$ cat src/mfbp_pkg.sv
`default_nettype none

package mfbp_pkg;

  // Panel geometry
  localparam int PANEL_WIDTH      = 400;
  localparam int PANEL_HEIGHT     = 300;
  localparam int PAGE_HEIGHT      = 300;
  localparam int BUFFER_BYTES_DEF = 15000;

  // Widths fixed by the coordinate and index ranges
  localparam int COORD_W      = 11;  // panel coordinate, below 2048
  localparam int PROD_W       = 22;  // row times panel width
  localparam int IDX_W        = 20;  // full byte index before the range check
  localparam int ADDR_MAX_W   = 16;  // widest store address
  localparam int READ_INDEX_W = 14;
  localparam int QUEUE_DEPTH  = 2;

  localparam logic [7:0] BYTE_ALL_ONES = 8'hFF;

  // Configuration register indexes
  localparam logic REG_ROTATION = 1'b0;
  localparam logic REG_PAGE     = 1'b1;

  typedef enum logic {
    OP_PLOT = 1'b0,
    OP_READ = 1'b1
  } op_t;

  typedef enum logic [1:0] {
    BK_CLEAR,
    BK_IDLE,
    BK_MODIFY
  } back_state_t;

  typedef struct packed {
    op_t                      operation;
    logic signed [15:0]       pixel_x;
    logic signed [15:0]       pixel_y;
    logic                     pixel_white;
    logic [READ_INDEX_W-1:0]  read_index;
  } item_t;

  typedef struct packed {
    logic [7:0] read_byte;
    logic       pixel_written;
  } result_t;

  // Classified operation handed from front to back
  typedef struct packed {
    op_t                    operation;
    logic                   hit;
    logic                   white;
    logic [7:0]             mask;
    logic [ADDR_MAX_W-1:0]  addr;
  } entry_t;

  function automatic int addr_width(input int depth);
    return (depth > 1) ? $clog2(depth) : 1;
  endfunction

endpackage

`default_nettype wire

$ cat src/mfbp_queue.sv
`default_nettype none

module mfbp_queue
  import mfbp_pkg::*;
#(
  parameter int DEPTH = QUEUE_DEPTH
) (
  input  wire logic   clk,
  input  wire logic   rst,
  input  wire logic   push,
  input  wire entry_t push_entry,
  output logic        full,
  input  wire logic   pop,
  output logic        head_valid,
  output entry_t      head
);

  localparam int PW = (DEPTH > 1) ? $clog2(DEPTH) : 1;

  entry_t          entries [DEPTH];
  logic [PW-1:0]   wr_ptr, rd_ptr;
  logic [PW:0]     count;

  assign full       = count == (PW + 1)'(DEPTH);
  assign head_valid = count != '0;
  assign head       = entries[rd_ptr];

  // Advance pointers and occupancy
  always_ff @(posedge clk) begin
    if (rst) begin
      wr_ptr <= '0;
      rd_ptr <= '0;
      count  <= '0;
    end else begin
      if (push) begin
        wr_ptr <= (wr_ptr == PW'(DEPTH - 1)) ? '0 : wr_ptr + 1'b1;
      end
      if (pop) begin
        rd_ptr <= (rd_ptr == PW'(DEPTH - 1)) ? '0 : rd_ptr + 1'b1;
      end
      if (push && !pop) begin
        count <= count + 1'b1;
      end else if (pop && !push) begin
        count <= count - 1'b1;
      end
    end
  end

  always_ff @(posedge clk) begin
    if (push) begin
      entries[wr_ptr] <= push_entry;
    end
  end

endmodule

`default_nettype wire

$ cat config.mk
export PLATFORM = sky130hd
export DESIGN_NAME = mfbp_queue
export DESIGN_NICKNAME = d
export VERILOG_FILES = /design/src/mfbp_pkg.sv /design/src/mfbp_queue.sv
export SDC_FILE = /design/constraint.sdc
export NUM_CORES = 1
export LEC_CHECK = 0
export BUFFER_PORTS_ARGS = -buffer_cell sky130_fd_sc_hd__buf_2
export CAP_MARGIN = 20
export CORE_ASPECT_RATIO = 0.5
export CORE_MARGIN = 2
export CORE_UTILIZATION = 40
export CTS_CLUSTER_SIZE = 20
export DETAILED_ROUTE_END_ITERATION = 10
export RECOVER_POWER = 50
export SYNTH_ARGS = -nofsm -noshare
export SYNTH_HDL_FRONTEND = slang
export SYNTH_SLANG_ARGS = --single-unit
export TNS_END_PERCENT = 10
$ cat constraint.sdc
create_clock -name clk -period 2.8 [get_ports clk]
set_clock_uncertainty 0.1 [all_clocks]
set_input_delay 0 -clock clk [delete_from_list [all_inputs] [get_ports clk]]
set_output_delay 0 -clock clk [all_outputs]
set_load 0.05 [all_outputs]
==> results.txt, run 1 <==
- Status: complete, but fails checks
- Failing checks: max-capacitance violations, max-slew violations
- Dividing total power by cell area gives a power density of 736 mW/mm^2.
* Count of unique library cells instantiated by Yosys: 17
- TritonCTS built the clock tree.
- Once routing completed, OpenROAD measured the worst setup slack at 0.688 ns.
- Post-synthesis instance total: 106
* Pin count of the biggest net entering global routing: 28
* 1st-pass router iterations: 4
- Routed Antenna Nets: 0
- Summing all non-filler instances in the final layout gives an area of 0.00303 sq mm.
- The worst path uses 75.4% of the clock period.
- Post-placement worst setup slack: 1.13 ns
- Clock Latency Late Sink: 0.33 ns
- The worst setup path is captured at a register.
- Violation count after the first detailed-route iteration: 26
- Leaving out fill and tap cells, the most frequent cell in the layout is sky130_fd_sc_hd__edfxtp_1.
- HPWL after detailed placement: 2120 um
- Max-Cap Viols: 1
- CTS built an H-tree with a depth of 3.
- The path class of the tightest hold or removal check is in2reg.
- Dividing the detail-routed wire length by the instance count gives 12.1 um.
- Most frequent cells in the layout: 54 x sky130_fd_sc_hd__edfxtp_1, 41 x sky130_fd_sc_hd__buf_2, 30 x sky130_fd_sc_hd__dlygate4sd3_1
* Delay of the slowest critical-path stage: 1.10 ns
* Mapped Nets: 138
* Element type at the critical path start: register
- The number of antenna violations at the first check in global routing was 0.
- Floorplan die width: 108 um
- Number of diodes added for antenna fixing: 0
* # placed instances: 235
* Max rail drop VDD: 494 uV
* Endpoint required time on the critical path: 2.63 ns
- Actual slew at the worst max-slew pin: 1.52 ns
- The share of the Yosys chip area taken by registers is 79.6%.
* Total power: 0.00223 W
- At the end of routability-driven placement, the weighted congestion stood at 0.631.
- After synthesis the netlist holds a flip-flop and latch count of 59.
* Share of post-route cells with drive strength above 1: 42.2%
- The placed instances occupy a cell area of 0.00254 sq mm.
* Final hold violation count: 0
* Max Buffers Root-to-Sink: 2
* Die H: 56 um
- Non-Filler Instances: 281
- For this run, the number of Yosys warnings is 0.
- Routed WL: 3410 um
- The number of setup buffers added after CTS is 0.
- Counting the fill cells in the layout gives 398.
- Count of pins on the block boundary: 60
- Clk root buf: sky130_fd_sc_hd__clkbuf_8
* Syn Area/Cell: 20.4 sq um
- In the post-synthesis netlist, the biggest area contributors are sky130_fd_sc_hd__edfxtp_1 75%, sky130_fd_sc_hd__mux2_2 14%, sky130_fd_sc_hd__dfxtp_1 4.6%.
- In this run the cell area of the synthesized design comes to 0.00216 sq mm.
- Setup slack on the worst reg-to-reg path comes out at 0.69 ns.
- Setup violators final: 0
- Wire length of the first global-routing pass: 5430 um
- The critical path in this run is classified as reg2reg.
* Total vias in the final route: 1,220
- The signal on the critical path passes through and2_1 > clkbuf_1.
* Static Leakage: 1.14 nW
- In the final timing run, aggregate negative setup slack is 0 ns.
* Vias in the first global route: 1,250
- After clock tree synthesis, the clock-pin slew on the worst setup and hold paths is 0.06 ns.
* Highest achievable clock rate: 0.473 GHz
* Starting density of the core: 42.7%
- The final layout contains 238 nets.
- Total global routing track utilization: 12.4%
* Core region area: 0.00507 sq mm
- Unrepaired setup endpoints after global routing: no
- Worst path arrival time: 1.94 ns
* Proportion of netlist area held by the largest area contributor: 75.0%
- Synth area leader: sky130_fd_sc_hd__edfxtp_1
- For this design, the sink count on the clock tree is 59.
* Row count: 18
- Cts-stage hold buffer count: 30
- Number of design rule violations left after detail routing: 0
- The final max-slew violation count came to 28.
- Post-CTS repair changed the size of 0 cells.
* Final critical delay including setup and external delays: 2.11 ns
- Counting the buffers created by CTS gives 9.
- Maximum fanout along the worst path: 27
- Headroom to the max-slew limit came out at -1.65%.
* Area growth from synthesis to layout: 39.9%
- For this design, the slowest cell found on the critical path is sky130_fd_sc_hd__clkbuf_1.
* Count of buffers inserted at the top-level ports: 59
- The die covers 0.00605 sq mm.
* Via-to-Cell Ratio: 4.34
- Summed over all layers, the global routing overflow is 0.
## final timing paths
check                            start             to  cells past startpoint
worst min-delay path              push       count[0]                      4
worst min register to register  rd_ptr       register                      2
worst max-delay path            wr_ptr  entries[1][4]                      2
worst max register to register  wr_ptr  entries[1][4]                      2
## layer usage
layer | track usage (%) | up-vias | routed length, um
met1 | 13.1 | 574 | 1430
met2 | 20.1 | 32 | 1710
li1 | - | 607 | -
met5 | 0 | - | 0
met3 | 4.92 | 7 | 200
met4 | 8.79 | 0 | 69
## per-stage QoR
step	utilization (%)	hold slack (ns)
2_1_floorplan	-	-0.0309
3_3_place_gp	50.2	0.0898
3_5_place_dp	50.2	0.0911
4_1_cts	60.2	0.0619
5_1_grt	59.7	0.110
6_report	59.7	0.0664
## kinds of logic after synthesis
kind of cell             count (synthesis)  share of synthesized area, %
multiplexers                            27                          14.1
AO/OA/AOI/OAI                            2                         0.462
adder cells (fa/ha/maj)                  1                         0.578
XOR/XNOR                                 4                          1.62
flip-flops                              59                          79.6
buffers and inverters                    4                          1.45
AND/OR/NAND/NOR                          9                          2.26
## final cells by class
class                      instances  area (sq um)  share of cell area [%]
sequential                        59          1720                    56.9
timing repair buffer              92           593                    19.6
multi-input combinational         43           413                    13.6
clock buffer                      10           128                    4.22
tap                               70          87.6                    2.89
clock inverter                     6          80.1                    2.65
inverter                           1          3.75                   0.124
## synth_stat cells (all sizes together)
cell type / instances
or2: 1
buf: 3
dfxtp: 5
xnor2: 2
xor2: 2
or3: 1
mux2: 27
inv: 1
nor2b: 1
o21ai: 1
ha: 1
and2: 1
nor2: 4
a21oi: 1
edfxtp: 54
and2b: 1
## report_power, final
| group | total [W] | switching (W) | internal (W) |
|---|---|---|---|
| registers | 0.00104 | 0.0000152 | 0.00103 |
| logic | 0.000393 | 0.000263 | 0.000130 |
| clock network | 0.000794 | 0.000300 | 0.000494 |
## flip-flops by register name, summed over array words and instances (netlist names), named ones only
| signal | flops |
|---|---|
| rd_ptr | 1 |
| count | 2 |
| wr_ptr | 1 |
| entries | 54 |
## critical path, delay by kind of cell (launching register included)
| family | cells | cell delay (ns) |
|---|---|---|
| simple gates | 1 | 0.13 |
| flops | 1 | 0.37 |
| buf+inv | 1 | 1.10 |
Note: power is estimated with default switching activity, not from simulation.
==> run 2, diff against run 1 <==
- clock period: 2.8 -> 2 ns (I/O delays scaled with it)
==> run 2 against run 1 <==
  * The run now ends clean
  * Sequential share of layout area shrank 0.071 points
  * Clock power is 31% higher
  * Cell area grew 0.12%
  * Register-to-register slack worse by 0.31 ns
  * Worst hold slack lost 0.0041 ns
  * Power rose by 37%
  * Critical endpoint is now entries[1][15]
  * Cell count grew 1.1%
  * Largest power group unchanged
  * Routed wire length rose by 12%
  * Combinational power up 43%
  * Sequential power increased by 40%
==> results.txt, run 2 (synthesis results as in run 1) <==
- The largest fanout on the critical path came to 13 (was 27).
- The via count normalized by instance count was 4.38 (was 4.34).
- The via count of the first global-routing pass is 1,308 (was 1,250).
- Number of levels the H-tree was split into: 3 (unchanged)
- The via count came to 1,245 (was 1,220).
- The die height was 56 um (unchanged).
- Hold Crit Depth: 4 (unchanged)
- Antenna violations before repair: 0 (unchanged)
* Most frequent standard cell in the layout excluding fill and tap cells: sky130_fd_sc_hd__edfxtp_1 (unchanged)
- Routed Antenna Nets: 0 (unchanged)
- GR met2 Demand/Resource: 23.6% (was 20.1%)
- Worst path depth: 2 (unchanged)
- The reported net switching power is 0.000831 W (was 0.000577 W).
- Fraction of the cycle the final worst path needs: 81.1% (was 75.4%)
- The most heavily used metal layer in global routing is met2 (unchanged).
- The post-cts sizing count was 0 (unchanged).
- Headroom to the max-slew limit: 47.2% (was -1.65%)
- The critical path start-end classification was reg2reg (unchanged).
* Nets: 241 (was 238)
- The area of the core came to 0.00507 sq mm (unchanged).
- The sequential fraction of design power came to 47.6% (was 46.7%).
* Max rail drop VDD: 530 uV (was 494 uV)
* Max Buffers Root-to-Sink: 2 (unchanged)
- The static power due to leakage is 1.14 nW (about the same).
- The area of combinational cells with multiple inputs came to 410 sq um (was 413 sq um).
* Unrepaired setup endpoints after global routing: no (unchanged)
- The area occupied by registers is 0.00172 sq mm (unchanged).
- Comb power frac: 18.4% (was 17.6%)
* # placed instances: 238 (was 235)
* Path category of the worst min-delay check: in2reg (unchanged)
* Cell family with the largest share of critical-path delay: buffers and inverters (unchanged)
* Wire length of the first global-routing pass: 5930 um (was 5430 um)
- The register clock-pin slew on the reported worst setup and hold paths was 0.07 ns (was 0.06 ns).
* Share of post-route cells with drive strength above 1: 41.6% (was 42.2%)
- Cts-stage hold buffer count: 30 (unchanged)
- The upper clock frequency limit came to 0.616 GHz (was 0.473 GHz).
- Worst path arrival time: 1.47 ns (was 1.94 ns)
- The I/O pin count came to 60 (unchanged).
* Routed WL: 3810 um (was 3410 um)
- Post-detailed-route wirelength per cell: 13.4 um (was 12.1 um)
- Routing usage on met1: 13.6% (was 13.1%)
- The count of final hold-check violations is 0 (unchanged).
* Cells along the critical path: and2_0 > clkbuf_1 (was and2_1 > clkbuf_1)
* Number of diodes added for antenna fixing: 0 (unchanged)
- The delay of the slowest critical-path stage came to 0.61 ns (was 1.10 ns).
* PD cells: 1010 mW/mm^2 (was 736 mW/mm^2)
* Actual slew at the worst max-slew pin: 0.792 ns (was 1.52 ns)
- The internal power was 0.00223 W (was 0.00165 W).
- The final max-slew violation count is 0 (was 28).
- The count of non-filler cells in the finished layout is 284 (was 281).
- The total negative slack for setup checks came to 0 ns (unchanged).
- The number of buffers inserted by post-CTS setup repair is 0 (unchanged).
- The final setup violation count is 0 (unchanged).
- FILL cells: 410 (was 398)
- Element type at the critical path start: register (unchanged)
* Relative contribution of the clock network to total power: 34.0% (was 35.6%)
* Slowest cell on the critical path: sky130_fd_sc_hd__clkbuf_1 (unchanged)
- Switching fraction of total power: 27.2% (was 25.9%)
- Depth of the most critical reg-to-reg path: 2 (unchanged)
- The count of maximum capacitance violations came to 0 (was 1).
- Clock tree sinks: 59 (unchanged)
* Row count: 18 (unchanged)
- The count of buffering cells on the critical path with inverters included was 1 (unchanged).
* Pin count of the biggest net entering global routing: 15 (was 28)
- Count of buffers inserted at the top-level ports: 59 (unchanged)
- Starting density of the core: 42.7% (unchanged)
- Most flops, register: entries (unchanged)
- Violation count after the first detailed-route iteration: 54 (was 26)
* Clk root buf: sky130_fd_sc_hd__clkbuf_8 (unchanged)
- Area growth from synthesis to layout: 40.1% (was 39.9%)
- Max FFs per register: 54 (unchanged)
* Met3 Use GR: 6.32% (was 4.92%)
* Global placer's final weighted congestion: 0.615 (was 0.631)
* Number of design rule violations left after detail routing: 0 (unchanged)
- Overall die area: 0.00605 sq mm (unchanged)
- HPWL after detailed placement: 2440 um (was 2120 um)
- The final critical-path required period came to 1.62 ns (was 2.11 ns).
- The TritonCTS clock tree is built (unchanged).
- Endpoint required time on the critical path: 1.85 ns (was 2.63 ns)
* 1st-pass router iterations: 4 (unchanged)
- Top flop regs: entries: 54 flops, count: 2 flops (unchanged).
* Most frequent cells in the layout: 54 x sky130_fd_sc_hd__edfxtp_1, 40 x sky130_fd_sc_hd__buf_2, 30 x sky130_fd_sc_hd__dlygate4sd3_1 (was 54 x sky130_fd_sc_hd__edfxtp_1, 41 x sky130_fd_sc_hd__buf_2, 30 x sky130_fd_sc_hd__dlygate4sd3_1)
* Total global routing track utilization: 13.6% (was 12.4%)
* Floorplan die width: 108 um (unchanged)
- The endpoint class of the critical path was a register (unchanged).
- Status: finished clean (was complete, but fails checks).
- Aggregate global routing overflow: 0 (unchanged)
- The number of buffers added by the clock tree synthesis step was 9 (unchanged).
* Clock Latency Late Sink: 0.33 ns (about the same)
## run 2: power by group through the flow
stage / Clock [W] / Combinational [W] / Sequential [W]
5_1_grt: 0.00112 / 0.000591 / 0.00147
2_1_floorplan: 0 / 0.000400 / 0.00148
6_report: 0.00104 / 0.000561 / 0.00146
4_1_cts: 0.00107 / 0.000574 / 0.00146
3_5_place_dp: 0 / 0.000527 / 0.00148
3_3_place_gp: 0 / 0.000524 / 0.00148
## run 2: worst reg2reg max path: stages (launching register included)
cell	delay (ns)
sky130_fd_sc_hd__dfxtp_1	0.37
sky130_fd_sc_hd__and2_0	0.16
sky130_fd_sc_hd__clkbuf_1	0.61
## run 2: metal layers
| layer | up-vias | share of wire [%] | routed length (um) |
|---|---|---|---|
| met2 | 29 | 53 | 2020 |
| met1 | 601 | 41 | 1550 |
| met4 | 0 | 1.3 | 51 |
| met5 | - | 0 | 0 |
| li1 | 611 | - | - |
| met3 | 4 | 5.0 | 189 |
## run 2: final cells by class
| cell class | count | area share, % |
|---|---|---|
| inverter | 1 | 0.124 |
| sequential | 59 | 56.8 |
| clock inverter | 5 | 1.73 |
| timing repair buffer | 95 | 20.2 |
| tap | 70 | 2.89 |
| multi-input combinational | 43 | 13.5 |
| clock buffer | 11 | 4.67 |
## run 2: metrics by stage
stage	hold WS [ns]	total power (W)	setup slack [ns]	instance area (sq um)	utilization (%)
floorplan	-0.0309	0.00188	0.444	2170	-
global placement	0.0881	0.00200	0.785	2570	50.6
detailed placement	0.0937	0.00201	0.778	2570	50.6
CTS	0.0359	0.00310	0.410	3060	60.4
global route	0.0618	0.00317	0.282	3030	59.8
finish	0.0624	0.00306	0.378	3030	59.8
## run 2: worst paths after layout
kind / slack [ns] / startpoint / endpoint
worst max-delay path: 0.38 / wr_ptr / entries[1][15]
worst max register to register: 0.38 / wr_ptr / entries[1][15]
worst min register to register: 0.40 / count[1] / count[1]
worst min-delay path: 0.06 / push / count[0]
==> run 3, diff against run 2 <==
- PLACE_DENSITY: not set -> 0.66
- clock period: 2 -> 1.35 ns (I/O delays scaled with it)
==> run 3 against run 2 <==
  * The flow now finishes with violations (negative setup slack)
  * First-iteration DRC count is 1.9% higher
  * Sequential power rose by 49%
  * Clock power rose by 38%
  * Critical endpoint is now head[25]
  * Largest power group unchanged
==> results.txt, run 3 (synthesis results as in run 1) <==
* Total vias in the final route: 1,288 (was 1,245)
- Floorplan die width: 108 um (unchanged)
- Total power: 0.00476 W (was 0.00306 W)
- The maximum number of pins on one net before global-route repair is 17 (was 15).
- The most flop-heavy register is entries (unchanged).
- The maximum buffer depth of the clock tree came to 2 (unchanged).
- The cell chosen for the clock root is sky130_fd_sc_hd__clkbuf_8 (unchanged).
- Pint: 0.00348 W (was 0.00223 W)
- The area added between synthesis and finish came to 59.9% (was 40.1%).
* Clock tree sinks: 59 (unchanged)
- Source of the worst register-to-register timing path: wr_ptr (unchanged)
- Number of diodes added for antenna fixing: 0 (unchanged)
* Hold Crit Depth: 2 (was 4)
* FILL cells: 346 (was 410)
- The detailed-placement wirelength estimate is 2360 um (was 2440 um).
* 1st-pass router iterations: 4 (unchanged)
* Post-detailed-route wirelength per cell: 14.8 um (was 13.4 um)
- The total negative slack for setup checks was -2.78 ns (was 0 ns).
* Actual slew at the worst max-slew pin: 0.249 ns (was 0.792 ns)
- The static power due to leakage came to 1.36 nW (was 1.14 nW).
* Max FFs per register: 54 (unchanged)
- Timing would allow up to 0.683 GHz.
- CTS buffer count: 9 (unchanged)
- Worst Setup End Kind: primary output (was register)
* Cell family with the largest share of critical-path delay: flip-flops (was buffers and inverters)
* Most frequent standard cell in the layout excluding fill and tap cells: sky130_fd_sc_hd__edfxtp_1 (unchanged)
- Via-to-Cell Ratio: 4.50 (was 4.38)
- Aggregate global routing overflow: 0 (unchanged)
- The die height came to 56 um (unchanged).
- Fraction of the cycle the final worst path needs: 108%
- The number of instances in the placed design came to 238 (unchanged).
- Final worst-path setup slack: -0.114 ns (was 0.378 ns)
- Max rail drop VDD: 638 uV (was 530 uV)
- Cells along the critical path: buf_8 > mux2_4 > buf_8 (was and2_0 > clkbuf_1)
- The count of buffering cells on the critical path with inverters included came to 2 (was 1).
- Slowest cell on the critical path: sky130_fd_sc_hd__dfxtp_4 (was sky130_fd_sc_hd__clkbuf_1)
- PD cells: 1370 mW/mm^2 (was 1010 mW/mm^2)
- Switching fraction of total power: 26.9% (was 27.2%)
* Count of pins on the block boundary: 60 (unchanged)
- Routed Antenna Nets: 0 (unchanged)
* Failing checks: negative setup slack
- Status: complete, but fails checks (was finished clean).
- The count of final hold-check violations is 0 (unchanged).
- Routed WL: 4250 um (was 3810 um)
- The global-route wire length before repair is 6820 um (was 5930 um).
- Setup violators final: 27 (was 0)
- The register clock-pin slew on the reported worst setup and hold paths is 0.06 ns (was 0.07 ns).
- Top flop regs: entries: 54 flops, count: 2 flops (unchanged).
- Max-Cap Viols: 0 (unchanged)
- The class of the most critical hold timing path is in2reg (unchanged).
* Clock Latency Late Sink: 0.32 ns (was 0.33 ns)
* Comb power frac: 24.3% (was 18.4%)
- Reg power frac: 45.7% (was 47.6%)
* Antenna violations before repair: 0 (unchanged)
- Instance area at placement: 0.00257 sq mm (unchanged)
- Total global routing track utilization: 16.1% (was 13.6%)
- The path depth of the worst reg2reg path was 2 (unchanged).
* Worst path arrival time: 1.36 ns (was 1.47 ns)
- Non-Filler Instances: 286 (was 284)
* Vias in the first global route: 1,381 (was 1,308)
- Among the stages of the critical path, the cell type that occurs most often is sky130_fd_sc_hd__buf_8.
- Relative contribution of the clock network to total power: 30.0% (was 34.0%)
* Hold Crit Start: push_entry[3] (was push)
* Final instance area: 0.00346 sq mm (was 0.00303 sq mm)
- Violation count after the first detailed-route iteration: 55 (was 54)
- Most frequent cells in the layout: 54 x sky130_fd_sc_hd__edfxtp_1, 31 x sky130_fd_sc_hd__buf_8, 30 x sky130_fd_sc_hd__dlygate4sd3_1 (was 54 x sky130_fd_sc_hd__edfxtp_1, 40 x sky130_fd_sc_hd__buf_2, 30 x sky130_fd_sc_hd__dlygate4sd3_1)
* Core region area: 0.00507 sq mm (unchanged)
- Number of levels the H-tree was split into: 3 (unchanged)
- Final standard cell utilization of the core: 68.3% (was 59.8%)
- The startpoint type of the worst setup path is a register (unchanged).
- The delay of the slowest critical-path stage is 0.40 ns (was 0.61 ns).
- The area occupied by registers is 0.00173 sq mm (was 0.00172 sq mm).
- The final max-slew violation count came to 0 (unchanged).
* Row count: 18 (unchanged)
- CTS tree: built (unchanged)
- The reported net switching power was 0.00128 W (was 0.000831 W).
- Worst path depth: 3 (was 2)
* Number of design rule violations left after detail routing: 0 (unchanged)
* R2R Setup Slk: 0.17 ns (was 0.38 ns)
* Starting density of the core: 42.7% (unchanged)
- Nets: 243 (was 241)
* Headroom to the max-slew limit: 83.5% (was 47.2%)
- The full die area is 0.00605 sq mm (unchanged).
- Global placer's final weighted congestion: 0.699 (was 0.615)
- Share of post-route cells with drive strength above 1: 44.0% (was 41.6%)
- Maximum fanout along the worst path: 7 (was 13)
- Area used by multi-input combinational logic: 527 sq um (was 410 sq um)
- Unrepaired setup endpoints after global routing: yes (was no)
* Final critical delay including setup and external delays: 1.46 ns
- The critical path start-end classification is reg2out (was reg2reg).
- Endpoint required time on the critical path: 1.25 ns (was 1.85 ns)
- The number of port buffers was 59 (unchanged).
run 3: cell count changes in the layout (fill, tap and decap cells not counted), moves of 2 or more:
cell | previous run | this run
sky130_fd_sc_hd__buf_8 | 0 | 31
sky130_fd_sc_hd__mux2_2 | 27 | 0
sky130_fd_sc_hd__mux2_4 | 0 | 27
sky130_fd_sc_hd__buf_2 | 40 | 14
sky130_fd_sc_hd__clkbuf_8 | 10 | 12
run 3: per-stage QoR:
step | setup WS [ns] | hold WS [ns]
final | -0.114 | 0.302
after global placement | 0.132 | 0.0869
after detailed placement | 0.124 | 0.0923
after global routing | -0.157 | 0.292
after floorplan | -0.206 | -0.0309
after CTS | -0.136 | 0.270
run 3: layout make-up:
cell class	instances	area share (%)
clock buffer	14	4.99
clock inverter	2	0.289
multi-input combinational	43	15.2
sequential	59	49.9
inverter	1	0.108
tap	70	2.53
timing repair buffer	97	27.0
run 3: worst register-to-register path, stage by stage (launching register included):
cell	delay [ns]
sky130_fd_sc_hd__dfxtp_1	0.37
sky130_fd_sc_hd__and2_1	0.16
sky130_fd_sc_hd__buf_4	0.23
run 3: worst paths after layout:
kind                                        to
worst max register to register  entries[1][25]
worst min-delay path             entries[1][3]
worst max-delay path                  head[25]
worst min register to register        count[1]
run 3: power by group through the flow:
stage / clock network (W) / logic [W] / registers, W
2_1_floorplan: 0 / 0.000592 / 0.00219
3_3_place_gp: 0 / 0.000772 / 0.00219
3_5_place_dp: 0 / 0.000780 / 0.00220
4_1_cts: 0.00146 / 0.00116 / 0.00217
5_1_grt: 0.00153 / 0.00121 / 0.00218
6_report: 0.00143 / 0.00115 / 0.00217
run 3: per-layer routing:
metal  track usage, %  vias to the layer above  share of wire [%]
li1                 -                      619                  -
met1             18.5                      626                 43
met2             26.0                       36                 51
met3             6.44                        7                4.8
met4             8.42                        0                2.0
met5                0                        -                  0
run 3: repair_timing:
| item | in CTS | in global routing |
|---|---|---|
| gates cloned | 2 | 0 |
| hold buffers | 30 | 0 |
| endpoints found under the setup margin | 27 | 28 |
| setup buffers | 0 | 0 |
| hold endpoints to repair | 59 | 0 |
| pin swaps | 0 | 0 |
| resized for setup | 120 | 1 |
