**src/mfbp_pkg.sv**
```systemverilog
`default_nettype none

package mfbp_pkg;

  // Panel geometry
  localparam int PANEL_WIDTH      = 400;
  localparam int PANEL_HEIGHT     = 300;
  localparam int PAGE_HEIGHT      = 300;
  localparam int BUFFER_BYTES_DEF = 15000;

  // Widths fixed by the coordinate and index ranges
  localparam int COORD_W      = 11;  // panel coordinate, below 2048
  localparam int PROD_W       = 22;  // row times panel width
  localparam int IDX_W        = 20;  // full byte index before the range check
  localparam int ADDR_MAX_W   = 16;  // widest store address
  localparam int READ_INDEX_W = 14;
  localparam int QUEUE_DEPTH  = 2;

  localparam logic [7:0] BYTE_ALL_ONES = 8'hFF;

  // Configuration register indexes
  localparam logic REG_ROTATION = 1'b0;
  localparam logic REG_PAGE     = 1'b1;

  typedef enum logic {
    OP_PLOT = 1'b0,
    OP_READ = 1'b1
  } op_t;

  typedef enum logic [1:0] {
    BK_CLEAR,
    BK_IDLE,
    BK_MODIFY
  } back_state_t;

  typedef struct packed {
    op_t                      operation;
    logic signed [15:0]       pixel_x;
    logic signed [15:0]       pixel_y;
    logic                     pixel_white;
    logic [READ_INDEX_W-1:0]  read_index;
  } item_t;

  typedef struct packed {
    logic [7:0] read_byte;
    logic       pixel_written;
  } result_t;

  // Classified operation handed from front to back
  typedef struct packed {
    op_t                    operation;
    logic                   hit;
    logic                   white;
    logic [7:0]             mask;
    logic [ADDR_MAX_W-1:0]  addr;
  } entry_t;

  function automatic int addr_width(input int depth);
    return (depth > 1) ? $clog2(depth) : 1;
  endfunction

endpackage

`default_nettype wire

```
**src/mfbp_front.sv**
```systemverilog
`default_nettype none

module mfbp_front
  import mfbp_pkg::*;
#(
  parameter int BUFFER_BYTES = BUFFER_BYTES_DEF
) (
  input  wire logic       clk,
  input  wire logic       rst,
  input  wire logic       item_valid,
  output logic            item_ready,
  input  wire item_t      item,
  input  wire logic [1:0] rotation,
  input  wire logic [3:0] page_number,
  input  wire logic       clearing,
  input  wire logic       q_full,
  output logic            push,
  output entry_t          entry
);

  localparam int AW = addr_width(BUFFER_BYTES);

  logic                    s1_valid;
  op_t                     s1_op;
  logic                    s1_white;
  logic                    s1_drop;
  logic [COORD_W-1:0]      s1_px;
  logic [COORD_W-1:0]      s1_row;
  logic [READ_INDEX_W-1:0] s1_read_index;

  logic                    accept;
  logic [15:0]             lw, lh, xu, yu;
  logic                    clip;
  logic [COORD_W-1:0]      xc, yc, px, py, row;
  logic [15:0]             page_off;
  logic signed [16:0]      rel;
  logic                    page_drop;
  logic [PROD_W-1:0]       prod;
  logic [IDX_W-1:0]        idx;
  logic                    hit;

  assign push       = s1_valid && !q_full;
  assign item_ready = !clearing && (!s1_valid || !q_full);
  assign accept     = item_valid && item_ready;

  // Clip against the logical size for this rotation
  always_comb begin
    lw   = rotation[0] ? 16'(PANEL_HEIGHT) : 16'(PANEL_WIDTH);
    lh   = rotation[0] ? 16'(PANEL_WIDTH) : 16'(PANEL_HEIGHT);
    xu   = item.pixel_x;
    yu   = item.pixel_y;
    clip = xu[15] || yu[15] || (xu >= lw) || (yu >= lh);
    xc   = xu[COORD_W-1:0];
    yc   = yu[COORD_W-1:0];
  end

  // Map logical point to panel coordinates
  always_comb begin
    case (rotation)
      2'd1: begin
        px = COORD_W'(PANEL_WIDTH - 1) - yc;
        py = xc;
      end
      2'd2: begin
        px = COORD_W'(PANEL_WIDTH - 1) - xc;
        py = COORD_W'(PANEL_HEIGHT - 1) - yc;
      end
      2'd3: begin
        px = yc;
        py = COORD_W'(PANEL_HEIGHT - 1) - xc;
      end
      default: begin
        px = xc;
        py = yc;
      end
    endcase
  end

  // Apply the page offset and clip to the page
  always_comb begin
    page_off  = 16'(page_number) * 16'(PAGE_HEIGHT);
    rel       = $signed({6'b0, py}) - $signed({1'b0, page_off});
    page_drop = 1'b0;
    row       = py;
    if (page_number != 4'd0) begin
      page_drop = (rel < 0) || (rel >= 17'sd0 + 17'(PAGE_HEIGHT));
      row       = rel[COORD_W-1:0];
    end
  end

  // Stage 1: hold the mapped point until the queue takes it
  always_ff @(posedge clk) begin
    if (rst) begin
      s1_valid <= 1'b0;
    end else if (accept) begin
      s1_valid <= 1'b1;
    end else if (push) begin
      s1_valid <= 1'b0;
    end
  end

  always_ff @(posedge clk) begin
    if (accept) begin
      s1_op         <= item.operation;
      s1_white      <= item.pixel_white;
      s1_drop       <= clip || page_drop;
      s1_px         <= px;
      s1_row        <= row;
      s1_read_index <= item.read_index;
    end
  end

  // Stage 2: byte index, range check and bit mask
  always_comb begin
    prod = PROD_W'(s1_row) * PROD_W'(PANEL_WIDTH);
    if (s1_op == OP_READ) begin
      idx = IDX_W'(s1_read_index);
      hit = idx < IDX_W'(BUFFER_BYTES);
    end else begin
      idx = IDX_W'(s1_px >> 3) + IDX_W'(prod >> 3);
      hit = !s1_drop && (idx < IDX_W'(BUFFER_BYTES));
    end
    entry.operation = s1_op;
    entry.hit       = hit;
    entry.white     = s1_white;
    entry.mask      = 8'h80 >> s1_px[2:0];
    entry.addr      = ADDR_MAX_W'(idx[AW-1:0]);
  end

endmodule

`default_nettype wire

```
**config.mk**
```make
export PLATFORM = sky130hd
export DESIGN_NAME = mfbp_front
export DESIGN_NICKNAME = d
export VERILOG_FILES = /design/src/mfbp_pkg.sv /design/src/mfbp_front.sv
export SDC_FILE = /design/constraint.sdc
export NUM_CORES = 1
export LEC_CHECK = 0
export ABC_AREA = 1
export BUFFER_PORTS_ARGS = -buffer_cell sky130_fd_sc_hd__buf_2
export CORE_MARGIN = 3
export CORE_UTILIZATION = 30
export DETAILED_ROUTE_END_ITERATION = 8
export HOLD_SLACK_MARGIN = 0.02
export PLACE_DENSITY = 0.58
export SLEW_MARGIN = 10
export SYNTH_ARGS = -nofsm -noshare
export SYNTH_HDL_FRONTEND = slang
export SYNTH_SLANG_ARGS = --single-unit
```
**constraint.sdc**
```tcl
create_clock -name clk -period 8.9 [get_ports clk]
set_input_delay 0.445 -clock clk [delete_from_list [all_inputs] [get_ports clk]]
set_output_delay 0.445 -clock clk [all_outputs]
set_load 0.01 [all_outputs]
```
==> results of run 1 <==
-- state kept, by name (all words and copies together) (netlist names) --
name / flops
s1_drop: 1
s1_op: 1
s1_px: 11
s1_read_index: 14
s1_row: 11
s1_valid: 1
s1_white: 1
-- area by class of cell --
type / instances / area share (%)
Clock buffer: 5 / 2.02
Clock inverter: 3 / 0.746
Inverter: 144 / 8.71
Multi-Input combinational cell: 584 / 57.8
Sequential cell: 40 / 19.2
Tap cell: 225 / 4.54
Timing Repair Buffer: 86 / 6.97
-- where the power goes --
group          switching [uW]  leakage (uW)  internal, uW  total (uW)
Sequential               11.3      0.000374           231         242
Combinational             606       0.00290           353         959
Clock                    75.0     0.0000804           133         208
-- worst register-to-register path, cell delays in order, from the launching register on --
cell and delay (ns):
dfxtp_1 0.31, nand2_1 0.05, inv_1 0.06, nor3b_2 0.81, buf_4 0.47
-- cells in the mapped netlist (4+ instances only) --
| cell | number | share of area (%) |
|---|---|---|
| nand2_1 | 212 | 15 |
| inv_1 | 142 | 9.9 |
| ha_1 | 79 | 18 |
| nor2_1 | 59 | 4.1 |
| nand3_1 | 54 | 5.0 |
| edfxtp_1 | 39 | 22 |
| a21oi_1 | 26 | 2.4 |
| o21ai_0 | 25 | 2.3 |
| nor3_1 | 12 | 1.1 |
| nand4_1 | 11 | 1.3 |
| o21ai_1 | 11 | 1.0 |
| xnor2_1 | 11 | 1.8 |
| fa_1 | 9 | 3.3 |
| nand3b_1 | 8 | 1.1 |
| o221ai_1 | 8 | 1.3 |
| o22ai_1 | 8 | 0.93 |
| xor2_1 | 7 | 1.1 |
| buf_4 | 6 | 0.83 |
| a221oi_1 | 4 | 0.65 |
| nand2_2 | 4 | 0.46 |
| o21bai_1 | 4 | 0.56 |
-- final timing paths --
kind / from / to / slack [ns] / cells past startpoint
setup / recovery: s1_row[3]$_DFFE_PP_ / entry[25] / 4.61 / 17
hold / removal: item[6] / s1_read_index[6]$_DFFE_PP_ / 0.33 / 1
setup reg to reg: s1_valid$_SDFFE_PP0P_ / s1_px[0]$_DFFE_PP_ / 6.84 / 4
hold reg to reg: s1_valid$_SDFFE_PP0P_ / s1_valid$_SDFFE_PP0P_ / 0.62 / 4
-- layer usage --
metal,up-vias,share of wire [%]
met5,-,0
met4,0,2.9
li1,2735,-
met2,76,49
met3,20,1.8
met1,2271,46
-- metrics by stage --
step                      hold slack (ns)  power (uW)  cells  area (um2)
final                               0.327        1410   1087        6210
after global routing                0.316        1590   1087        6210
after CTS                           0.321        1420   1087        6210
after detailed placement            0.607        1210   1079        6040
after global placement              0.595        1200   1079        6040
after floorplan                     0.544         987    783        5410
-- logic make-up after synthesis --
kind of cell	count (synthesis)
AOI/OAI and AO/OA	107
xor gates and xnor gates	18
adders and majority gates	88
buffers and inverters	159
DFF	40
muxes	1
other	1
and+or+nand+nor	368
==> impl_results.md, run 1 <==
- Status: complete, no violations
- CP bufs+invs: 1
- Total area of sequential cells: 0.00119 mm2
- Total Wirelength: 12800 um
- Slew @ Worst Pin: 1.02 ns
- Commonest non-fill, non-tap cell in the layout: nand2_1
- First-pass DRT Iterations: 5
- Placer Congestion: 0.838
- Post-CTS sizing: 0
- Vias in the first global route: 4828
- F_max: about 230 MHz
- Crit Path Class: flop to output port
- Post-route setup TNS: 0 ns
- Max Cap Viol: 0
- Hold Buf Count CTS: 0
- Met2 usage: around 23%
- Initial Util: 31.0%
- Core area: roughly 0.017 mm2
- Site row count: 48
- Largest delay share family, worst path: adder cells
- Hold Path Class: input port to flop
- Slew HR: 31.9%
- First-pass GRT wire length: 22200 um
- Worst path cell trace: ha_1 -> ha_1 -> fa_1 -> ha_1 -> xnor2_1 -> ha_1 -> nand2_1 -> nor2_1 -> nand3_1 -> nand2_1 -> nand3_1 -> nor2_1 -> nand3_1 -> a21oi_1 -> nand2_1 -> nand2_1 -> buf_2
- Commonest cells after routing, fill and taps aside: nand2_1 (212), inv_1 (142), buf_2 (85)
- Main combinational cell family by area after synthesis: simple AND/OR/NAND/NOR gates
- DRC violations left: 0
- WP data required: 8.46 ns
- Avg WL per Cell: 11.8 um
- # diodes: 0
- Met1 usage: 17.2%
- Clk sinks: 40
- Nets: 1008
- Utilization after layout: 35.5%
- Complex-gate fraction of the synthesized area: 12.4%
- Synthesized area per cell: about 7 um2
- CTS tree: yes
- Sequential area share after synthesis: 22.0%
- CP endpoint kind: output port
- Vias: 5102
- Num CTS Buffers: 5
- Period minus WS final: between 4 and 5 ns
- Final Max Tran Viols: 0
- Clock-pin slew on the worst setup and hold paths: about 0.06 ns
- Max H-tree Level: 2
- Synth Area in XOR/XNOR: 2.91%
- Multi-input combinational cell area: 0.00359 mm2
- Post-synthesis mux area share: 0.185%
- Setup Buffers After CTS: 0
- Post-DRT Antenna Nets: 0
- Die area: 0.0197 mm2
- DP HPWL: 11000 um
- Simple-Gate Fraction of Synth Area: 29.0%
- CP max-delay cell: fa_1
- Drt initial violations: 288
- Max incr delay on CP: 0.46 ns
- GRT overflow: 0
- Gr busiest metal: met2
- Final setup vio count: 0
- Clk_lat worst skew: 0.29 ns
- Area Overhead vs Synth: 14.7%
- Die width: around 140 um
- Fill count: about 1.9k
- Drt via density: around 4.7
- I/O pins: roughly 90
- All-layer global routing usage: a little over an eighth
- Initial antenna violation count: 0
- Worst Path Arrival: 3.85 ns
- DIE HEIGHT: about 140 um
- Crit-path max FO: 4
- Dpl ws: 4.91 ns
- Cells after Synth: 782
- Max clock buf depth: 2
- Number of synthesized flops with an enable pin: 39
- Leak: 0.00336 uW
- Flops & latches, synth: 40
- PwrDens: roughly 230 mW/mm2
- Area share of fa/ha/maj cells after synthesis: a little over a fifth
- Tcrit/Tclk final: 48.2%
- Hold Violations, Final: 0
- RSZ-0062 raised after global routing: no
- YS warnings: 0
- Layout cell share with drive strength beyond 1: 13.0%
- Peak VDD IR: roughly 0.10 mV
- Global-route track usage on met3: 0.922%
- Startpoint types: flop
- Number of buffers added on ports: 85
- Top_reg_cell synth: edfxtp_1
- Asr flop ratio synth: 0%
- Final Skew: 0.00752 ns
- Setup WS post-layout: 4.61 ns
- Synthesized cell area: 0.00541 mm2
- Synth cell types: 46
- Pin count of the biggest net entering global routing: 29
- CTS root buf: clkbuf_16
Power figures use the tool's default switching activity.
==> inputs of run 2 (changes only) <==
clock period = 4.4 ns   (was 8.9 ns; I/O delays follow)
==> run 2 against run 1 <==
  * Combinational power is 100% higher
  * Sequential power rose by 100%
  * Critical path depth is 1 higher
  * Sequential cell count is the same
  * Utilization grew 0.11 points
  * Non-clock buffer count up 2
  * Die area did not move
  * Total power up 100%
  * Global-route usage decreased by 0.31 points
  * Highest routed layer unchanged
==> impl_results.md, run 2 (same netlist as run 1, synthesis figures left out) <==
- Clk_lat worst skew: 0.28 ns (was 0.29 ns)
- Max H-tree Level: 2 (unchanged)
- First-pass DRT Iterations: 4 (was 5)
- All-layer global routing usage: 13.0% (was 13.3%)
- Commonest cells after routing, fill and taps aside: nand2_1 (211), inv_1 (142), buf_2 (85) (was nand2_1 (212), inv_1 (142), buf_2 (85))
- Drt initial violations: 256 (was 288)
- Pin count of the biggest net entering global routing: 29 (unchanged)
- Avg WL per Cell: 11.7 um (was 11.8 um)
- Crit Path Class: flop to output port (unchanged)
- Slew HR: 31.3% (was 31.9%)
- Vias in the first global route: 4786 (was 4828)
- Peak VDD IR: 0.249 mV (was 0.101 mV)
- Clock-pin slew on the worst setup and hold paths: 0.06 ns (about the same)
- Biggest regs: s1_read_index x14, s1_px x11, s1_row x11 (unchanged)
- PwrDens: 458 mW/mm2 (was 227 mW/mm2)
- Area Overhead vs Synth: 15.1% (was 14.7%)
- Fin area: 0.00623 mm2 (was 0.00621 mm2)
- Post-CTS sizing: 0 (unchanged)
- Total Wirelength: 12700 um (was 12800 um)
- CP endpoint kind: output port (unchanged)
- Site row count: 48 (unchanged)
- Period minus WS final: 4.07 ns
- Nets: 1010 (was 1008)
- Max clock buf depth: 2 (unchanged)
- GRT overflow: 0 (unchanged)
- Reg with most FFs: s1_read_index (unchanged)
- Final Skew: 0.00554 ns (was 0.00752 ns)
- Final setup vio count: 0 (unchanged)
- Hold Violations, Final: 0 (unchanged)
- F_max: between 200 and 250 MHz
- Crit-path max FO: 4 (unchanged)
- Initial antenna violation count: 0 (unchanged)
- Commonest non-fill, non-tap cell in the layout: nand2_1 (unchanged)
- Worst Path Arrival: 3.85 ns (about the same)
- Post-Place Cell Area: 0.00605 mm2 (was 0.00604 mm2)
- Drt via density: 4.64 (was 4.69)
- First-pass GRT wire length: 21700 um (was 22200 um)
- Max Cap Viol: 0 (unchanged)
- Startpoint types: flop (unchanged)
- Post-route setup TNS: 0 ns (unchanged)
- Slew @ Worst Pin: 1.03 ns (was 1.02 ns)
- Final Max Tran Viols: 0 (unchanged)
- Hold Buf Count CTS: 0 (unchanged)
- Num CTS Buffers: 5 (unchanged)
- Die area: 0.0197 mm2 (unchanged)
- Vias: 5054 (was 5102)
- CTS tree: yes (unchanged)
- Layout cell share with drive strength beyond 1: 13.4% (was 13.0%)
- # diodes: 0 (unchanged)
- Clk sinks: 40 (unchanged)
- Dpl ws: 0.625 ns (was 4.91 ns)
- DIE HEIGHT: 140 um (unchanged)
- CTS root buf: clkbuf_16 (unchanged)
- Placer Congestion: 0.843 (was 0.838)
- Tcrit/Tclk final: 92.5%
- Initial Util: 31.0% (unchanged)
- Setup Buffers After CTS: 0 (unchanged)
- Core area: 0.0175 mm2 (unchanged)
- Status: complete, no violations (unchanged)
- Setup WS post-layout: 0.332 ns (was 4.61 ns)
- Die width: 140 um (unchanged)
- Post-DRT Antenna Nets: 0 (unchanged)
- Hold Path Class: input port to flop (unchanged)
- RSZ-0062 raised after global routing: no (unchanged)
- Leak: 0.00337 uW (was 0.00336 uW)
- Number of flip-flops in the largest register: 14 (unchanged)
- DRC violations left: 0 (unchanged)
- WP data required: 4.18 ns (was 8.46 ns)
- Number of buffers added on ports: 85 (unchanged)
- I/O pins: 88 (unchanged)
- DP HPWL: 10800 um (was 11000 um)
==> run 2: critical path, cell delays in order (launching register included) <==
cell      delay (ns)
edfxtp_1        0.44
ha_1            0.33
ha_1            0.30
ha_1            0.30
inv_1           0.06
fa_1            0.46
xnor2_1         0.15
ha_1            0.35
nand2_1         0.09
nor2_1          0.10
nand3_1         0.07
nand2_1         0.12
nand3_1         0.16
xor2_1          0.23
nand2_1         0.09
nand3_1         0.08
nand2_1         0.05
nand2_1         0.05
buf_2           0.13
==> run 2: cell type report <==
class | count | area [um2]
Fill cell | 1840 | 11200
Multi-Input combinational cell | 584 | 3590
Sequential cell | 40 | 1190
Inverter | 144 | 541
Timing Repair Buffer | 88 | 448
Tap cell | 225 | 282
Clock buffer | 5 | 125
Clock inverter | 3 | 46.3
==> run 2: worst paths after layout <==
check / from / end / slack, ns / depth (start not counted)
setup / recovery: s1_row[1]$_DFFE_PP_ / entry[25] / 0.33 / 18
hold / removal: item[4] / s1_read_index[4]$_DFFE_PP_ / 0.11 / 1
setup reg to reg: s1_valid$_SDFFE_PP0P_ / s1_px[0]$_DFFE_PP_ / 2.34 / 4
hold reg to reg: s1_valid$_SDFFE_PP0P_ / s1_valid$_SDFFE_PP0P_ / 0.61 / 4
==> run 2: stage by stage <==
| step | hold WS (ns) | util [%] | std cells | power, uW |
|---|---|---|---|---|
| after global routing | 0.0976 | 35.6 | 1089 | 3210 |
| after detailed placement | 0.398 | 34.6 | 1081 | 2440 |
| after CTS | 0.0984 | 35.6 | 1089 | 2870 |
| final | 0.107 | 35.6 | 1089 | 2850 |
| after floorplan | 0.319 | - | 783 | 2000 |
| after global placement | 0.396 | 34.6 | 1081 | 2430 |
==> run 2: per-layer routing <==
metal	GRT usage, %	vias to the layer above	part of all wire [%]
li1	-	2743	-
met1	16.2	2230	45
met2	23.5	67	50
met3	0.751	14	2.1
met4	4.54	0	2.6
met5	0	-	0
==> run 2: where the power goes <==
group          internal (uW)  switching (uW)  leakage [uW]
logic                    716            1230       0.00291
registers                467            23.5      0.000374
clock network            269             149     0.0000804
total                   1450            1400       0.00337
==> inputs of run 3 (changes only) <==
--- a/constraint.sdc
+++ b/constraint.sdc
@@ -3,2 +3,2 @@
 set_output_delay 0.22 -clock clk [all_outputs]
-set_load 0.01 [all_outputs]
+set_load 0.005 [all_outputs]
==> run 3 against run 2 <==
  * Critical path depth decreased by 2
  * Total power decreased by 0.66%
  * Register-to-register slack got worse by 0.02 ns
  * Worst hold slack got worse by 0.0060 ns
  * Cell area about the same
  * Routed wire length increased by 2.4%
  * Critical path type unchanged
  * Highest routed layer unchanged
==> impl_results.md, run 3 (same netlist as run 1, synthesis figures left out) <==
- Post-DRT Antenna Nets: 0 (unchanged)
- M1 WL: 5940 um (was 5760 um)
- Clock-pin slew on the worst setup and hold paths: 0.06 ns (about the same)
- DRC violations left: 0 (unchanged)
- Crit-path max FO: 4 (unchanged)
- Leak: 0.00337 uW (about the same)
- Number of buffers added on ports: 85 (unchanged)
- Num CTS Buffers: 5 (unchanged)
- Switching power: 1380 uW (was 1400 uW)
- Met3 wire len: 232 um (was 264 um)
- # diodes: 0 (unchanged)
- Commonest cells after routing, fill and taps aside: nand2_1 (212), inv_1 (142), buf_2 (85) (was nand2_1 (211), inv_1 (142), buf_2 (85))
- Tcrit/Tclk final: 91.7% (was 92.5%)
- Final setup vio count: 0 (unchanged)
- Pint: 1450 uW (about the same)
- Reg2reg path depth: 4 (unchanged)
- PwrDens: 455 mW/mm2 (was 458 mW/mm2)
- Area Overhead vs Synth: 15.1% (about the same)
- DP HPWL: 11100 um (was 10800 um)
- GRT overflow: 0 (unchanged)
- Uppermost routed layer: met4 (unchanged)
- Avg WL per Cell: 11.9 um (was 11.7 um)
- Nets: 1010 (unchanged)
- Hold Violations, Final: 0 (unchanged)
- All-layer global routing usage: 13.4% (was 13.0%)
- Pin count of the biggest net entering global routing: 29 (unchanged)
- Initial antenna violation count: 0 (unchanged)
- Worst hold path depth: 1 (unchanged)
- Post-route setup TNS: 0 ns (unchanged)
- Worst Path Arrival: 3.82 ns (was 3.85 ns)
- Largest delay share family, worst path: adder cells (unchanged)
- Max Cap Viol: 0 (unchanged)
- Number of flip-flops in the largest register: 14 (unchanged)
- Max clock buf depth: 2 (unchanged)
- Total Wirelength: 13000 um (was 12700 um)
- Clk_lat worst skew: 0.29 ns (was 0.28 ns)
- Slew HR: 29.7% (was 31.3%)
- Core area: 0.0175 mm2 (unchanged)
- CTS root buf: clkbuf_16 (unchanged)
- Drt via density: 4.65 (was 4.64)
- RSZ-0062 raised after global routing: no (unchanged)
- Routed wl met2: 6480 um (was 6340 um)
- First-pass DRT Iterations: 4 (unchanged)
- Setup crit end: entry[25] (unchanged)
- Post-Layout Cell Count: 1089 (unchanged)
- Layout cell share with drive strength beyond 1: 13.3% (was 13.4%)
- Final Skew: 0.00600 ns (was 0.00554 ns)
- Vias in the first global route: 4893 (was 4786)
- DIE HEIGHT: 140 um (unchanged)
- Clock power frac: 14.8% (was 14.6%)
- Biggest regs: s1_read_index x14, s1_px x11, s1_row x11 (unchanged)
- Status: complete, no violations (unchanged)
- Hold Path Class: input port to flop (unchanged)
- RR Endpoint: s1_px[1]$_DFFE_PP_ (was s1_px[0]$_DFFE_PP_)
- Reg with most FFs: s1_read_index (unchanged)
- Max incr delay on CP: 0.46 ns (about the same)
- Startpoint types: flop (unchanged)
- CP endpoint kind: output port (unchanged)
- R2R setup slack: 2.32 ns (was 2.34 ns)
- CP Launch Point: s1_row[3]$_DFFE_PP_ (was s1_row[1]$_DFFE_PP_)
- Peak VDD IR: 0.160 mV (was 0.249 mV)
- Max H-tree Level: 2 (unchanged)
- Clk sinks: 40 (unchanged)
- F_max: 248 MHz (was 246 MHz)
- Initial Util: 31.0% (unchanged)
- Period minus WS final: 4.04 ns (was 4.07 ns)
- CP bufs+invs: 1 (was 2)
- Placer Congestion: 0.844 (was 0.843)
- Combinational Power Share: 67.9% (was 68.2%)
- CTS tree: yes (unchanged)
- Crit Path Class: flop to output port (unchanged)
- Placed insts: 1081 (unchanged)
- Drt initial violations: 228 (was 256)
- Worst path cell trace: ha_1 -> ha_1 -> fa_1 -> ha_1 -> xnor2_1 -> ha_1 -> a21o_1 -> nor2_1 -> nand2_1 -> nand3_1 -> xor2_1 -> nand2_1 -> nand3_1 -> nand2_1 -> nand2_1 -> buf_2 (was ha_1 -> ha_1 -> ha_1 -> inv_1 -> fa_1 -> xnor2_1 -> ha_1 -> nand2_1 -> nor2_1 -> nand3_1 -> nand2_1 -> nand3_1 -> xor2_1 -> nand2_1 -> nand3_1 -> nand2_1 -> nand2_1 -> buf_2)
- Stages on worst setup path: 16 (was 18)
- First-pass GRT wire length: 22300 um (was 21700 um)
- WP data required: 4.18 ns (about the same)
- Site row count: 48 (unchanged)
- Net Sw Frac: 48.8% (was 49.1%)
- Final Max Tran Viols: 0 (unchanged)
- CP max-delay cell: fa_1 (unchanged)
- I/O pins: 88 (unchanged)
- Slew @ Worst Pin: 1.05 ns (was 1.03 ns)
- Die area: 0.0197 mm2 (unchanged)
- Vias: 5064 (was 5054)
- R2r startpoint: s1_valid$_SDFFE_PP0P_ (unchanged)
- Hold Buf Count CTS: 0 (unchanged)
- Fill count: 1870 (was 1840)
- Sequential power share: 17.3% (was 17.2%)
- Commonest non-fill, non-tap cell in the layout: nand2_1 (unchanged)
- Die width: 140 um (unchanged)
[run 3: cell types whose count changed in the layout (fill, tap and decap cells not counted)]
cell     change
nand2_1      +1
nand2_2      -1
[run 3: timing repair]
action	4_1_cts	5_1_grt
buffers inserted	0	0
gates resized for setup	0	1
endpoints found under the setup margin	0	1
[run 3: cell type report]
| class | count | area (um2) | share of cell area [%] |
|---|---|---|---|
| Multi-Input combinational cell | 584 | 3590 | 57.7 |
| Timing Repair Buffer | 88 | 448 | 7.20 |
| Clock buffer | 5 | 125 | 2.01 |
| Sequential cell | 40 | 1190 | 19.1 |
| Tap cell | 225 | 282 | 4.52 |
| Inverter | 144 | 541 | 8.68 |
| Clock inverter | 3 | 46.3 | 0.744 |
[run 3: power groups by stage]
stage	clock network (uW)	logic, uW	registers (uW)
global route	445	2270	495
detailed placement	0	1920	499
floorplan	0	1480	491
CTS	433	1940	491
global placement	0	1910	499
finish	420	1920	490
[run 3: per-layer routing]
layer,up-vias,GRT usage [%]
met4,0,4.90
met1,2246,16.8
met3,18,0.990
met2,57,24.1
met5,-,0
li1,2743,-
[run 3: how the worst min path moves through the flow]
| stage | startpoint | endpoint | slack (ns) |
|---|---|---|---|
| after floorplan | item[47] | s1_op$_DFFE_PP_ | 0.32 |
| after global placement | item[47] | s1_op$_DFFE_PP_ | 0.40 |
| after detailed placement | item[14] | s1_white$_DFFE_PP_ | 0.40 |
| after CTS | item[1] | s1_read_index[1]$_DFFE_PP_ | 0.09 |
| after global routing | item[13] | s1_read_index[13]$_DFFE_PP_ | 0.09 |
| final | item[10] | s1_read_index[10]$_DFFE_PP_ | 0.10 |
[run 3: per-stage QoR]
stage | utilization, % | cell area, um2 | worst slack (ns) | total power [uW] | hold WS [ns]
final | 35.6 | 6220 | 0.365 | 2830 | 0.101
after global routing | 35.6 | 6220 | 0.00351 | 3210 | 0.0915
after CTS | 35.6 | 6220 | 0.327 | 2860 | 0.0932
after detailed placement | 34.6 | 6050 | 0.671 | 2420 | 0.398
after global placement | 34.6 | 6050 | 0.714 | 2410 | 0.396
after floorplan | - | 5410 | 0.576 | 1970 | 0.319
